==> src/hdl/windowed_throughput_meter_unit_assert.svh <==
// Assertion macros for the windowed throughput meter.
// Used by windowed_throughput_meter_unit.sv; expects clk_i and rst_ni in scope.
`ifndef WINDOWED_THROUGHPUT_METER_UNIT_ASSERT_SVH
`define WINDOWED_THROUGHPUT_METER_UNIT_ASSERT_SVH

// Same-cycle implication, checked outside reset.
`define WTM_ASSERT_NOW(lbl, ante, cons, msg) \
  lbl: assert property (@(posedge clk_i) disable iff (!rst_ni) (ante) |-> (cons)) \
    else $error(msg);

// Next-cycle implication, checked outside reset.
`define WTM_ASSERT_NEXT(lbl, ante, cons, msg) \
  lbl: assert property (@(posedge clk_i) disable iff (!rst_ni) (ante) |=> (cons)) \
    else $error(msg);

`endif

==> src/hdl/wtm_pkg.sv <==
// Package for the windowed throughput meter: widths, ring geometry, types.
// No dependencies; used by windowed_throughput_meter_unit.sv.
`timescale 1ns / 1ps

package wtm_pkg;

  // Ring geometry.
  localparam int RING_DEPTH = 8;
  localparam int SLOT_W     = $clog2(RING_DEPTH);
  localparam int FILL_W     = $clog2(RING_DEPTH + 1);
  localparam int OLD_W      = SLOT_W + 1;

  // Field widths.
  localparam int TIME_W    = 40;
  localparam int BYTE_W    = 48;
  localparam int IVL_W     = 16;
  localparam int SCALE_W   = BYTE_W + 10;
  localparam int HEAD_W    = SCALE_W - BYTE_W;
  localparam int CNT_W     = $clog2(BYTE_W);
  localparam int IN_DATA_W  = 136;
  localparam int OUT_DATA_W = 136;
  localparam int APB_ADDR_W = 3;
  localparam int APB_DATA_W = 32;

  localparam logic [IVL_W-1:0]  IVL_RESET = IVL_W'(1000);
  localparam logic [BYTE_W-1:0] RATE_MAX  = {BYTE_W{1'b1}};

  // Register index of the sample interval.
  localparam logic REG_INTERVAL = 1'b0;

  // One stored sample.
  typedef struct packed {
    logic [TIME_W-1:0] t;
    logic [BYTE_W-1:0] down;
    logic [BYTE_W-1:0] up;
  } sample_t;

  // Sequencer states.
  typedef enum logic [5:0] {
    ST_IDLE   = 6'b000001,
    ST_READ   = 6'b000010,
    ST_CHECK  = 6'b000100,
    ST_SCALE  = 6'b001000,
    ST_DIVIDE = 6'b010000,
    ST_DONE   = 6'b100000
  } state_e;

endpackage

==> src/hdl/windowed_throughput_meter_unit.sv <==
// Windowed throughput meter: sample ring, sequencer and shared radix-2 divider.
// Depends on wtm_pkg and windowed_throughput_meter_unit_assert.svh.
`timescale 1ns / 1ps

// Each observation (timestamp, running down/up byte totals, restart flag in tuser)
// may be stored into an eight-entry sample ring, and one result follows per
// observation: the down and up rates in bytes per second between the oldest and
// newest held samples, the window in milliseconds, and flags. The block takes
// one observation at a time. When no window exists the sequencer goes through
// its read, check and done states and then loads the output register; the next
// observation is taken once it is back in idle. Otherwise both rates go through
// one shared restoring divider, one quotient bit per cycle, 48 steps per rate,
// each after a scaling step, and the result is loaded from the done state; a
// rate that saturates skips its division. The output register lets a new
// observation be taken while the previous result still waits.

`include "windowed_throughput_meter_unit_assert.svh"

module windowed_throughput_meter_unit (
  input  logic                              clk_i,
  input  logic                              rst_ni,
  // Observation stream.
  input  logic                              s_axis_tvalid,
  output logic                              s_axis_tready,
  // tdata, lowest bit up: time_ms[39:0], down_bytes[87:40], up_bytes[135:88]
  input  logic [wtm_pkg::IN_DATA_W-1:0]     s_axis_tdata,
  // tuser: restart
  input  logic                              s_axis_tuser,
  // Result stream.
  output logic                              m_axis_tvalid,
  input  logic                              m_axis_tready,
  // tdata, lowest bit up: down_rate[47:0], up_rate[95:48], window_ms[135:96]
  output logic [wtm_pkg::OUT_DATA_W-1:0]    m_axis_tdata,
  // tuser, lowest bit up: rates_valid, sample_stored
  output logic [1:0]                        m_axis_tuser,
  // Configuration port.
  input  logic                              psel,
  input  logic                              penable,
  input  logic                              pwrite,
  input  logic [wtm_pkg::APB_ADDR_W-1:0]    paddr,
  input  logic [wtm_pkg::APB_DATA_W-1:0]    pwdata,
  output logic [wtm_pkg::APB_DATA_W-1:0]    prdata,
  output logic                              pready
);
  import wtm_pkg::*;

  state_e                 state_q, state_d;
  logic [IVL_W-1:0]       ivl_q;
  sample_t                ring_q [RING_DEPTH];
  sample_t                rd_q;
  sample_t                newest_q;
  logic [SLOT_W-1:0]      slot_q;
  logic [FILL_W-1:0]      fill_q;
  logic                   stored_q;
  logic [TIME_W-1:0]      el_q;
  logic [BYTE_W-1:0]      ddiff_q, udiff_q;
  logic                   phase_q;
  logic [TIME_W-1:0]      rem_q;
  logic [BYTE_W-1:0]      acc_q;
  logic [CNT_W-1:0]       cnt_q;
  logic [BYTE_W-1:0]      down_q, up_q;
  logic                   valid_q;
  logic                   ovalid_q;
  logic [OUT_DATA_W-1:0]  odata_q;
  logic [1:0]             ouser_q;

  // Configuration register.
  logic cfg_wr;
  assign pready = 1'b1;
  assign cfg_wr = psel && penable && pwrite;
  assign prdata = (paddr[2] == REG_INTERVAL) ? APB_DATA_W'(ivl_q) : '0;

  always_ff @(posedge clk_i or negedge rst_ni) begin
    if (!rst_ni) begin
      ivl_q <= IVL_RESET;
    end else if (cfg_wr && paddr[2] == REG_INTERVAL) begin
      ivl_q <= pwdata[IVL_W-1:0];
    end
  end

  // Input fields.
  sample_t in_s;
  assign in_s.t    = s_axis_tdata[TIME_W-1:0];
  assign in_s.down = s_axis_tdata[TIME_W+BYTE_W-1:TIME_W];
  assign in_s.up   = s_axis_tdata[TIME_W+2*BYTE_W-1:TIME_W+BYTE_W];

  logic in_xfer;
  assign s_axis_tready = (state_q == ST_IDLE);
  assign in_xfer       = s_axis_tvalid && s_axis_tready;

  // Store decision for the incoming observation.
  logic [FILL_W-1:0] fill_eff;
  logic [TIME_W-1:0] gap;
  logic              seed, append, wr_en;
  logic [SLOT_W-1:0] next_slot, wr_slot;
  assign fill_eff  = s_axis_tuser ? '0 : fill_q;
  assign gap       = in_s.t - newest_q.t;
  assign seed      = (fill_eff == '0);
  assign append    = !seed && (in_s.t >= newest_q.t) && (gap >= TIME_W'(ivl_q));
  assign next_slot = (slot_q == SLOT_W'(RING_DEPTH - 1)) ? '0 : slot_q + 1'b1;
  assign wr_slot   = seed ? '0 : next_slot;
  assign wr_en     = in_xfer && (seed || append);

  // Slot of the oldest held sample.
  logic [OLD_W-1:0]  old_sum;
  logic [SLOT_W-1:0] old_slot;
  assign old_sum  = OLD_W'(slot_q) + OLD_W'(RING_DEPTH) - OLD_W'(fill_q) + OLD_W'(1);
  assign old_slot = (old_sum >= OLD_W'(RING_DEPTH)) ?
                    SLOT_W'(old_sum - OLD_W'(RING_DEPTH)) : SLOT_W'(old_sum);

  // Sample ring: one write port, one registered read port.
  always_ff @(posedge clk_i) begin
    if (wr_en) begin
      ring_q[wr_slot] <= in_s;
    end
    rd_q <= ring_q[old_slot];
  end

  // Ring pointers and the copy of the newest sample.
  always_ff @(posedge clk_i or negedge rst_ni) begin
    if (!rst_ni) begin
      slot_q   <= '0;
      fill_q   <= '0;
      stored_q <= 1'b0;
    end else if (in_xfer) begin
      stored_q <= seed || append;
      if (seed) begin
        slot_q <= '0;
        fill_q <= FILL_W'(1);
      end else if (append) begin
        slot_q <= next_slot;
        if (fill_q != FILL_W'(RING_DEPTH)) begin
          fill_q <= fill_q + 1'b1;
        end
      end else begin
        fill_q <= fill_eff;
      end
    end
  end

  always_ff @(posedge clk_i) begin
    if (wr_en) begin
      newest_q <= in_s;
    end
  end

  // Window check on the oldest and newest samples.
  logic have_window;
  assign have_window = (fill_q >= FILL_W'(2)) && (newest_q.t > rd_q.t);

  // Scaling by 1000 and the saturation test.
  logic [BYTE_W-1:0]  scale_in;
  logic [SCALE_W-1:0] scaled;
  logic               sat;
  assign scale_in = phase_q ? udiff_q : ddiff_q;
  assign scaled   = SCALE_W'(scale_in) * SCALE_W'(1000);
  assign sat      = TIME_W'(scaled[SCALE_W-1:BYTE_W]) >= el_q;

  // One restoring divider step.
  logic [TIME_W:0]   trial;
  logic              ge;
  logic [TIME_W-1:0] rem_d;
  logic [BYTE_W-1:0] acc_d;
  assign trial = {rem_q, acc_q[BYTE_W-1]};
  assign ge    = trial >= {1'b0, el_q};
  assign rem_d = ge ? TIME_W'(trial - {1'b0, el_q}) : trial[TIME_W-1:0];
  assign acc_d = {acc_q[BYTE_W-2:0], ge};

  logic out_free;
  assign out_free = !ovalid_q || m_axis_tready;

  // Sequencer.
  always_comb begin
    state_d = state_q;
    unique case (state_q)
      ST_IDLE:   if (in_xfer) state_d = ST_READ;
      ST_READ:   state_d = ST_CHECK;
      ST_CHECK:  state_d = have_window ? ST_SCALE : ST_DONE;
      ST_SCALE: begin
        if (!sat) state_d = ST_DIVIDE;
        else if (phase_q) state_d = ST_DONE;
      end
      ST_DIVIDE: begin
        if (cnt_q == CNT_W'(BYTE_W - 1)) state_d = phase_q ? ST_DONE : ST_SCALE;
      end
      ST_DONE:   if (out_free) state_d = ST_IDLE;
      default:   state_d = ST_IDLE;
    endcase
  end

  always_ff @(posedge clk_i or negedge rst_ni) begin
    if (!rst_ni) begin
      state_q <= ST_IDLE;
    end else begin
      state_q <= state_d;
    end
  end

  // Datapath registers of the rate computation.
  always_ff @(posedge clk_i) begin
    unique case (state_q)
      ST_CHECK: begin
        el_q    <= newest_q.t - rd_q.t;
        ddiff_q <= newest_q.down - rd_q.down;
        udiff_q <= newest_q.up - rd_q.up;
        valid_q <= have_window;
        phase_q <= 1'b0;
        down_q  <= '0;
        up_q    <= '0;
      end
      ST_SCALE: begin
        rem_q <= TIME_W'(scaled[SCALE_W-1:BYTE_W]);
        acc_q <= scaled[BYTE_W-1:0];
        cnt_q <= '0;
        if (sat) begin
          if (phase_q) up_q <= RATE_MAX;
          else down_q <= RATE_MAX;
          phase_q <= 1'b1;
        end
      end
      ST_DIVIDE: begin
        rem_q <= rem_d;
        acc_q <= acc_d;
        cnt_q <= cnt_q + 1'b1;
        if (cnt_q == CNT_W'(BYTE_W - 1)) begin
          if (phase_q) up_q <= acc_d;
          else down_q <= acc_d;
          phase_q <= 1'b1;
        end
      end
      default: begin
      end
    endcase
  end

  // Output register.
  logic load_out;
  assign load_out = (state_q == ST_DONE) && out_free;

  always_ff @(posedge clk_i or negedge rst_ni) begin
    if (!rst_ni) begin
      ovalid_q <= 1'b0;
    end else if (load_out) begin
      ovalid_q <= 1'b1;
    end else if (m_axis_tready) begin
      ovalid_q <= 1'b0;
    end
  end

  always_ff @(posedge clk_i) begin
    if (load_out) begin
      odata_q <= {(valid_q ? el_q : TIME_W'(0)), up_q, down_q};
      ouser_q <= {stored_q, valid_q};
    end
  end

  assign m_axis_tvalid = ovalid_q;
  assign m_axis_tdata  = odata_q;
  assign m_axis_tuser  = ouser_q;

  // Assertions.
  `WTM_ASSERT_NOW(a_fill_bound, 1'b1, fill_q <= FILL_W'(RING_DEPTH), "fill count above depth")
  `WTM_ASSERT_NOW(a_rem_below_div, state_q == ST_DIVIDE, rem_q < el_q, "remainder not below divisor")
  `WTM_ASSERT_NEXT(a_restart_seeds, in_xfer && s_axis_tuser, stored_q, "restart did not seed ring")
  `WTM_ASSERT_NOW(a_valid_window, m_axis_tvalid && m_axis_tuser[0],
                  m_axis_tdata[OUT_DATA_W-1:2*BYTE_W] != '0, "valid rates with empty window")

endmodule
==> config.mk <==
export PLATFORM = sky130hd
export DESIGN_NAME = windowed_throughput_meter_unit
export DESIGN_NICKNAME = d
export VERILOG_FILES = /design/src/hdl/wtm_pkg.sv /design/src/hdl/windowed_throughput_meter_unit.sv
export VERILOG_INCLUDE_DIRS = /design/src /design/src/hdl
export SDC_FILE = /design/constraint.sdc
export NUM_CORES = 2
export LEC_CHECK = 0
export ABC_CLOCK_PERIOD_IN_PS = 30600
export BUFFER_PORTS_ARGS = -buffer_cell sky130_fd_sc_hd__buf_4
export CAP_MARGIN = 5
export CORE_UTILIZATION = 49
export CTS_BUF_LIST = sky130_fd_sc_hd__clkbuf_4 sky130_fd_sc_hd__clkbuf_8
export CTS_CLUSTER_DIAMETER = 30
export CTS_CLUSTER_SIZE = 14
export DETAILED_ROUTE_END_ITERATION = 8
export PLACE_DENSITY_LB_ADDON = 0.1
export SLEW_MARGIN = 10
export SYNTH_ARGS = -nofsm -noshare
export SYNTH_HDL_FRONTEND = slang
export SYNTH_SLANG_ARGS = --single-unit
==> constraint.sdc <==
create_clock -name clk_i -period 30.6 [get_ports clk_i]
set_input_delay 6.12 -clock clk_i [delete_from_list [all_inputs] [get_ports clk_i]]
set_output_delay 6.12 -clock clk_i [all_outputs]
set_load 0.01 [all_outputs]
==> Word-level counts from Yosys, hierarchy flattened <==
Memories as Yosys holds them, arrays and structs flattened. A register that Yosys moved wholly into a read port is not among the register bits.
Index checks and enable logic that the tools add are counted.
Widths: inputs -> output; s select.
{ "word_totals": {"regBits": 633, "latchBits": 0, "ramBits": 1088, "rom_bits": 0, "inputBits": 179, "output_inout_bits": 173, "word_cells": 127, "n_memories": 1} }
{ "memory_table": {"columns": ["memory", "depth", "width", "read_ports", "rd_clocked_by_memory_dff", "wr", "line_no", "source"], "rows": [
  ["ring_q", 8, 136, 1, 1, 1, "windowed_throughput_meter_unit.sv:49", "sample_t ring_q [RING_DEPTH];"]
]} }
{ "classes": {"addsub": 12, "n_mul": 1, "div": 0, "n_lt_le_gt_ge": 7, "eq_ne": 19, "shift": 0, "n_mux": 40, "n_bitwise": 1, "n_reduce_logical": 24} }
{ "op_table": {"columns": ["op", "n"], "rows": [
  ["$mux 48", 9],
  ["$pmux 48 s3", 2],
  ["$sub 40x40->40", 3],
  ["$pmux 48 s2", 1],
  ["$sub 48x48->48", 2],
  ["$pmux 40 s2", 1],
  ["$mul 48x7->55 const B", 1],
  ["$mux 6", 7],
  ["$ge 41x40->1", 1],
  ["$ge 10x40->1", 1],
  ["$ge 40x16->1", 1],
  ["$ge 40x40->1", 1],
  ["$gt 40x40->1", 1],
  ["$mux 40", 1],
  ["$pmux 6 s6", 1],
  ["$mux 16", 1],
  ["$mux 4", 4],
  ["$mux 3", 5],
  ["$ne 2x2->1 const B", 7],
  ["$eq 6x6->1 const B", 2],
  ["$pmux 6 s2", 1],
  ["$reduce_and 5->1", 2],
  ["$logic_and 1x1->1", 9],
  ["$add 4x1->4 const B", 2],
  ["28 further kinds", 38]
]} }

==> Logic depth before layout (Yosys ltp) <==
{ "depth": {"depth_word": 9, "mapped_depth": 35, "depth_no_buf": 32} }

==> Worst setup path before layout <==
No wires, ideal clock.
{ "synth_path": {"path_type": "input-to-reg", "from": "input s_axis_tdata[0] (netlist name)", "to": "memory ring_q[3][0] (netlist name) (enable)", "setup_ps": 964, "t_arrival_ps": 22267, "t_required_ps": 29636, "setup_slack_ps": 7368, "path_stages": 21, "n_path_buf": 0, "path_cell_list": "inv_1 ha_1 inv_1 fa_1 a21o_1 a21oi_2 o31a_1 a211o_1 o21ai_0 xor2_1 ha_1 nand4_1 a2111oi_0 nor4_1 o2111ai_1 a2111oi_2 nand4_1 nor4_4 a31oi_4 o21ai_4 nor4_1"} }
{ "synth_via": {"elab_chain_cells": 7, "word_cells_on_any_way": 9, "classes_between": "add/sub (1); order compare (2); mux (2); reduce/logical (4)"} }
{ "synth_lines": {"columns": ["element", "line_no", "source"], "rows": [
  ["start: declaration", "windowed_throughput_meter_unit.sv:26", "input logic [wtm_pkg::IN_DATA_W-1:0] s_axis_tdata,"],
  ["$sub 40x40->40 / $ge 40x40->1 (equally long branches)", "windowed_throughput_meter_unit.sv:97, windowed_throughput_meter_unit.sv:99", null],
  ["$ge 40x16->1 / $logic_and 1x1->1 (equally long branches)", "windowed_throughput_meter_unit.sv:99", "assign append = !seed && (in_s.t >= newest_q.t) && (gap >= TIME_W'(ivl_q));"],
  ["$logic_and 1x1->1 *", "windowed_throughput_meter_unit.sv:99", null],
  ["$logic_or 1x1->1 *", "windowed_throughput_meter_unit.sv:102", "assign wr_en = in_xfer && (seed || append);"],
  ["$logic_and 1x1->1 *", "windowed_throughput_meter_unit.sv:102", null],
  ["$mux 1 *", "windowed_throughput_meter_unit.sv:113", "if (wr_en) begin"],
  ["$mux 1 (implied by the code) *", "windowed_throughput_meter_unit.sv:114", "ring_q[wr_slot] <= in_s;"],
  ["end: declaration", "windowed_throughput_meter_unit.sv:49", null]
]} }
Mark *: on every way between the ends. The rest lies on a longest branch, timed or not.

==> Worst setup path after layout <==
{ "layout_path": {"from": "input paddr[2] (netlist name)", "to": "output prdata[0] (netlist name)"} }
{ "layout_via": {"elab_chain_cells": 1} }
{ "layout_lines": {"columns": ["element", "line_no", "source"], "rows": [
  ["start: declaration", "windowed_throughput_meter_unit.sv:40", "input logic [wtm_pkg::APB_ADDR_W-1:0] paddr,"],
  ["$mux 16", "windowed_throughput_meter_unit.sv:71", "assign prdata = (paddr[2] == REG_INTERVAL) ? APB_DATA_W'(ivl_q) : '0;"],
  ["end: declaration", "windowed_throughput_meter_unit.sv:42", "output logic [wtm_pkg::APB_DATA_W-1:0] prdata,"]
]} }
Every way passes these cells.

==> impl_metrics.tcl <==
set metrics [dict create \
    mostFrequentLayoutCells "sky130_fd_sc_hd__edfxtp_1, sky130_fd_sc_hd__inv_1, sky130_fd_sc_hd__clkbuf_8" \
    distinct_cell_type_count_of_the_synthesized_netlist 92 \
    critPathMaxStageDelay_ns 0.18 \
    floorplan.initialDensity_pct 49.4 \
    cpMostUsedCell "sky130_fd_sc_hd__buf_4" \
    die-width_um 421 \
    detail_route.vias_per_cell 5.44 \
    cts.path.max_buffers 4 \
    seq_area_frac_synth_pct 63.1 \
    insertion_delay_ns 1.09 \
    core_area_um2 174000 \
    hold_buf_cts 0 \
    tritoncts "built" \
    global_route.usage.met3_pct 5.10 \
    critical-path-top-delay-family "buffers and inverters" \
    data_arrival_time_at_the_worst_slack_endpoint_ns 6.56 \
    postCtsSetupBuffers 0 \
    yosys_most_used_dff "sky130_fd_sc_hd__edfxtp_1" \
    post_layout_nets 6940 \
    1st_pass_router_iterations 5 \
    postSynthAreaPerCell_um2 15.3 \
    grt_remaining_overflow 0 \
    detailedRoute.firstIterationViolations 3212 \
    boundaryPins 352 \
    wire_per_inst_um 21.8 \
    timing.fmax_ghz 0.0789 \
    cellPowerDensity_nw_per_um2 58.5 \
    design_power_total_w 0.00587 \
    ir_drop_mv 0.0542 \
    worstMarginPinSlew_ns 1.22 \
    hold_viol 0 \
    postLayoutSetupSlackWorst_ns 17.92 \
    rsz0062_at_grt "no" \
    syn-instance-count 5600 \
    finalMaxSlewViolations 0 \
    grt_start_max_net_pins 147 \
    setup_total_negative_slack_ns 0 \
    clkTransAtPathRegs_ns 0.07 \
    run_status "finished clean" \
    routed_wl_um 194000 \
    layout-drive-gt1-share_pct 23.5 \
    critical_path_buf_inv_count 2 \
    synthToLayoutAreaGrowth_pct 16.8 \
    htreeDepth 5 \
    post-dp-hpwl_um 123000 \
    timing.final.crit_period_ns 12.68 \
    post_route_cell_area_um2 100000 \
    cts_inserted_buffers 390 \
    worstHoldPathType "register to register" \
    layout_commonest_cell "sky130_fd_sc_hd__edfxtp_1" \
    antenna_violations_before_repair 48 \
    ys_seq_elements 1857 \
    start_kind "primary input" \
    buffer_ports.inserted 316 \
    setup_viol 0 \
    rows 153 \
    worstPathCellList "buf_4, nor2b_1, buf_4" \
    die_footprint_um2 177000 \
    place.detailed.instances 8142 \
    clock_sink_count 1857 \
    grt_util_met1_pct 30.9 \
    place.gp.congestion 0.880 \
    critPathSlowestCell "sky130_fd_sc_hd__buf_4" \
    synth_edf_count 1690 \
    worst-path-max-fanout 17 \
    postSynth.asyncResetShare_pct 1.67 \
    vias 48200 \
    post_cts_resized 0 \
    synth.cell_area_um2 85900 \
    gr-usage-all-layers_pct 22.0 \
    crit_required_ns 24.48 \
    crit_type "primary input to output pin" \
    grt_use_met2_pct 33.6 \
    worst_clock_skew_ns 0.126 \
    grt_pass1_wl_um 292000 \
    route.antenna.remaining_nets 0 \
    timing.max_cap.violations 0 \
    die_height_um 421 \
    detailedPlace.worstSlack_ns 17.47 \
    grt_busiest_layer "met2" \
    max_slew_margin_pct 16.8 \
    ctsRootBufferMaster "sky130_fd_sc_hd__clkbuf_8" \
    first_global_vias 49200 \
    fill_cells 13800 \
    power.static_leakage_nw 38.3 \
    final_min_period_over_clock_period_pct 41.4 \
    dpl_cell_area_um2 91200 \
    finalNonFillerCells 8867 \
    route.detailed.drc 0 \
    yosys_warnings 0 \
    critPathCaptureType "output pin" \
]
## synth_stat cells, types with 9 or more instances
| cell | count | area, um2 |
|---|---|---|
| sky130_fd_sc_hd__nand2b_1 | 41 | 257 |
| sky130_fd_sc_hd__mux2_2 | 158 | 1780 |
| sky130_fd_sc_hd__nor3_1 | 50 | 250 |
| sky130_fd_sc_hd__inv_1 | 557 | 2090 |
| sky130_fd_sc_hd__o31ai_1 | 9 | 67.6 |
| sky130_fd_sc_hd__buf_2 | 11 | 55.1 |
| sky130_fd_sc_hd__o21bai_1 | 36 | 270 |
| sky130_fd_sc_hd__o21ai_1 | 12 | 60.1 |
| sky130_fd_sc_hd__ha_1 | 365 | 4570 |
| sky130_fd_sc_hd__fa_1 | 187 | 3740 |
| sky130_fd_sc_hd__and3_1 | 24 | 150 |
| sky130_fd_sc_hd__nand4_1 | 51 | 319 |
| sky130_fd_sc_hd__or3_1 | 12 | 75.1 |
| sky130_fd_sc_hd__buf_1 | 25 | 93.8 |
| sky130_fd_sc_hd__a211oi_1 | 29 | 218 |
| sky130_fd_sc_hd__nor2_1 | 218 | 818 |
| sky130_fd_sc_hd__nand2_1 | 247 | 927 |
| sky130_fd_sc_hd__dfxtp_1 | 136 | 2720 |
| sky130_fd_sc_hd__o21a_1 | 38 | 285 |
| sky130_fd_sc_hd__xnor2_1 | 148 | 1300 |
| sky130_fd_sc_hd__nor2b_1 | 40 | 250 |
| sky130_fd_sc_hd__nor4_1 | 17 | 106 |
| sky130_fd_sc_hd__and2_1 | 50 | 313 |
| sky130_fd_sc_hd__a211o_1 | 9 | 78.8 |
| sky130_fd_sc_hd__o21ai_0 | 174 | 871 |
| sky130_fd_sc_hd__dfrtp_1 | 24 | 601 |
| sky130_fd_sc_hd__clkbuf_1 | 104 | 390 |
| sky130_fd_sc_hd__buf_4 | 18 | 135 |
| sky130_fd_sc_hd__o211ai_1 | 22 | 165 |
| sky130_fd_sc_hd__xor2_1 | 82 | 718 |
| sky130_fd_sc_hd__a31oi_1 | 26 | 163 |
| sky130_fd_sc_hd__mux4_2 | 272 | 6130 |
| sky130_fd_sc_hd__edfxtp_1 | 1690 | 50700 |
| sky130_fd_sc_hd__a21o_1 | 164 | 1230 |
| sky130_fd_sc_hd__nand3_1 | 52 | 260 |
| sky130_fd_sc_hd__a21oi_1 | 254 | 1270 |
| sky130_fd_sc_hd__mux2i_1 | 78 | 781 |
| sky130_fd_sc_hd__or2_2 | 9 | 56.3 |
## metal layers
layer  part of all wire (%)  vias up  routed length (um)
met1                     45    24200               87800
li1                       -    22400                   -
met2                     46     1279               88800
met3                    6.3      342               12200
met4                    2.4       22                4550
met5                  0.075        -                 146
## path summary, 6_finish.rpt
path,start,to,slack [ns],depth (start not counted)
worst min-delay path,up_q[31],m_axis_tdata[79],0.39,0
worst max register to register,phase_q,down_q[26],19.88,31
worst max-delay path,paddr[2],prdata[0],17.92,3
min in group asynchronous,rst_ni,ivl_q[10],5.10,1
worst min register to register,up_q[31],m_axis_tdata[79],0.39,0
max in group asynchronous,rst_ni,ivl_q[9],25.08,1
## cell families after synthesis
logic type	Yosys count	synth area share, %
AOI/OAI and AO/OA	883	6.65
other	2	0.00874
adders and majority gates	552	9.67
buffers and inverters	716	3.22
and+or+nand+nor	852	4.84
DFF	1857	63.1
muxes	508	10.1
xor gates and xnor gates	230	2.34
## registers in the layout (all words and copies together), names as in the netlist
| name | flops |
|---|---|
| up_q | 48 |
| ring_q | 1088 |
| newest_q | 136 |
| slot_q | 3 |
| rd_q | 136 |
| el_q | 40 |
| fill_q | 4 |
| phase_q | 1 |
| valid_q | 1 |
| rem_q | 40 |
| m_axis_tuser | 2 |
| m_axis_tdata | 136 |
| down_q | 48 |
| stored_q | 1 |
| cnt_q | 6 |
| m_axis_tvalid | 1 |
| ddiff_q | 48 |
| udiff_q | 48 |
| ivl_q | 16 |
| acc_q | 48 |
| state_q | 6 |
## report_power, final
part	internal, W	switching [W]
clock	0.00185	0.00115
combinational	0.0000399	0.0000635
sequential	0.00276	0.00000234
## metrics by stage
stage / util [%] / hold WS [ns]
after floorplan: - / 0.400
after global placement: 52.4 / 0.401
after detailed placement: 52.4 / 0.405
after CTS: 57.6 / 0.383
after global routing: 57.7 / 0.386
final: 57.7 / 0.389
## final cells by class
cell class                 count  area [um2]  area share [%]
antenna                       22        55.1          0.0549
clock buffer                 461        6050            6.03
clock inverter               242        3050            3.04
inverter                     558        2100            2.10
multi-input combinational   3042       29100            29.0
sequential                  1857       54300            54.1
tap                         2325        2910            2.90
timing repair buffer         360        2840            2.83
(Power assumes the default switching activity.)
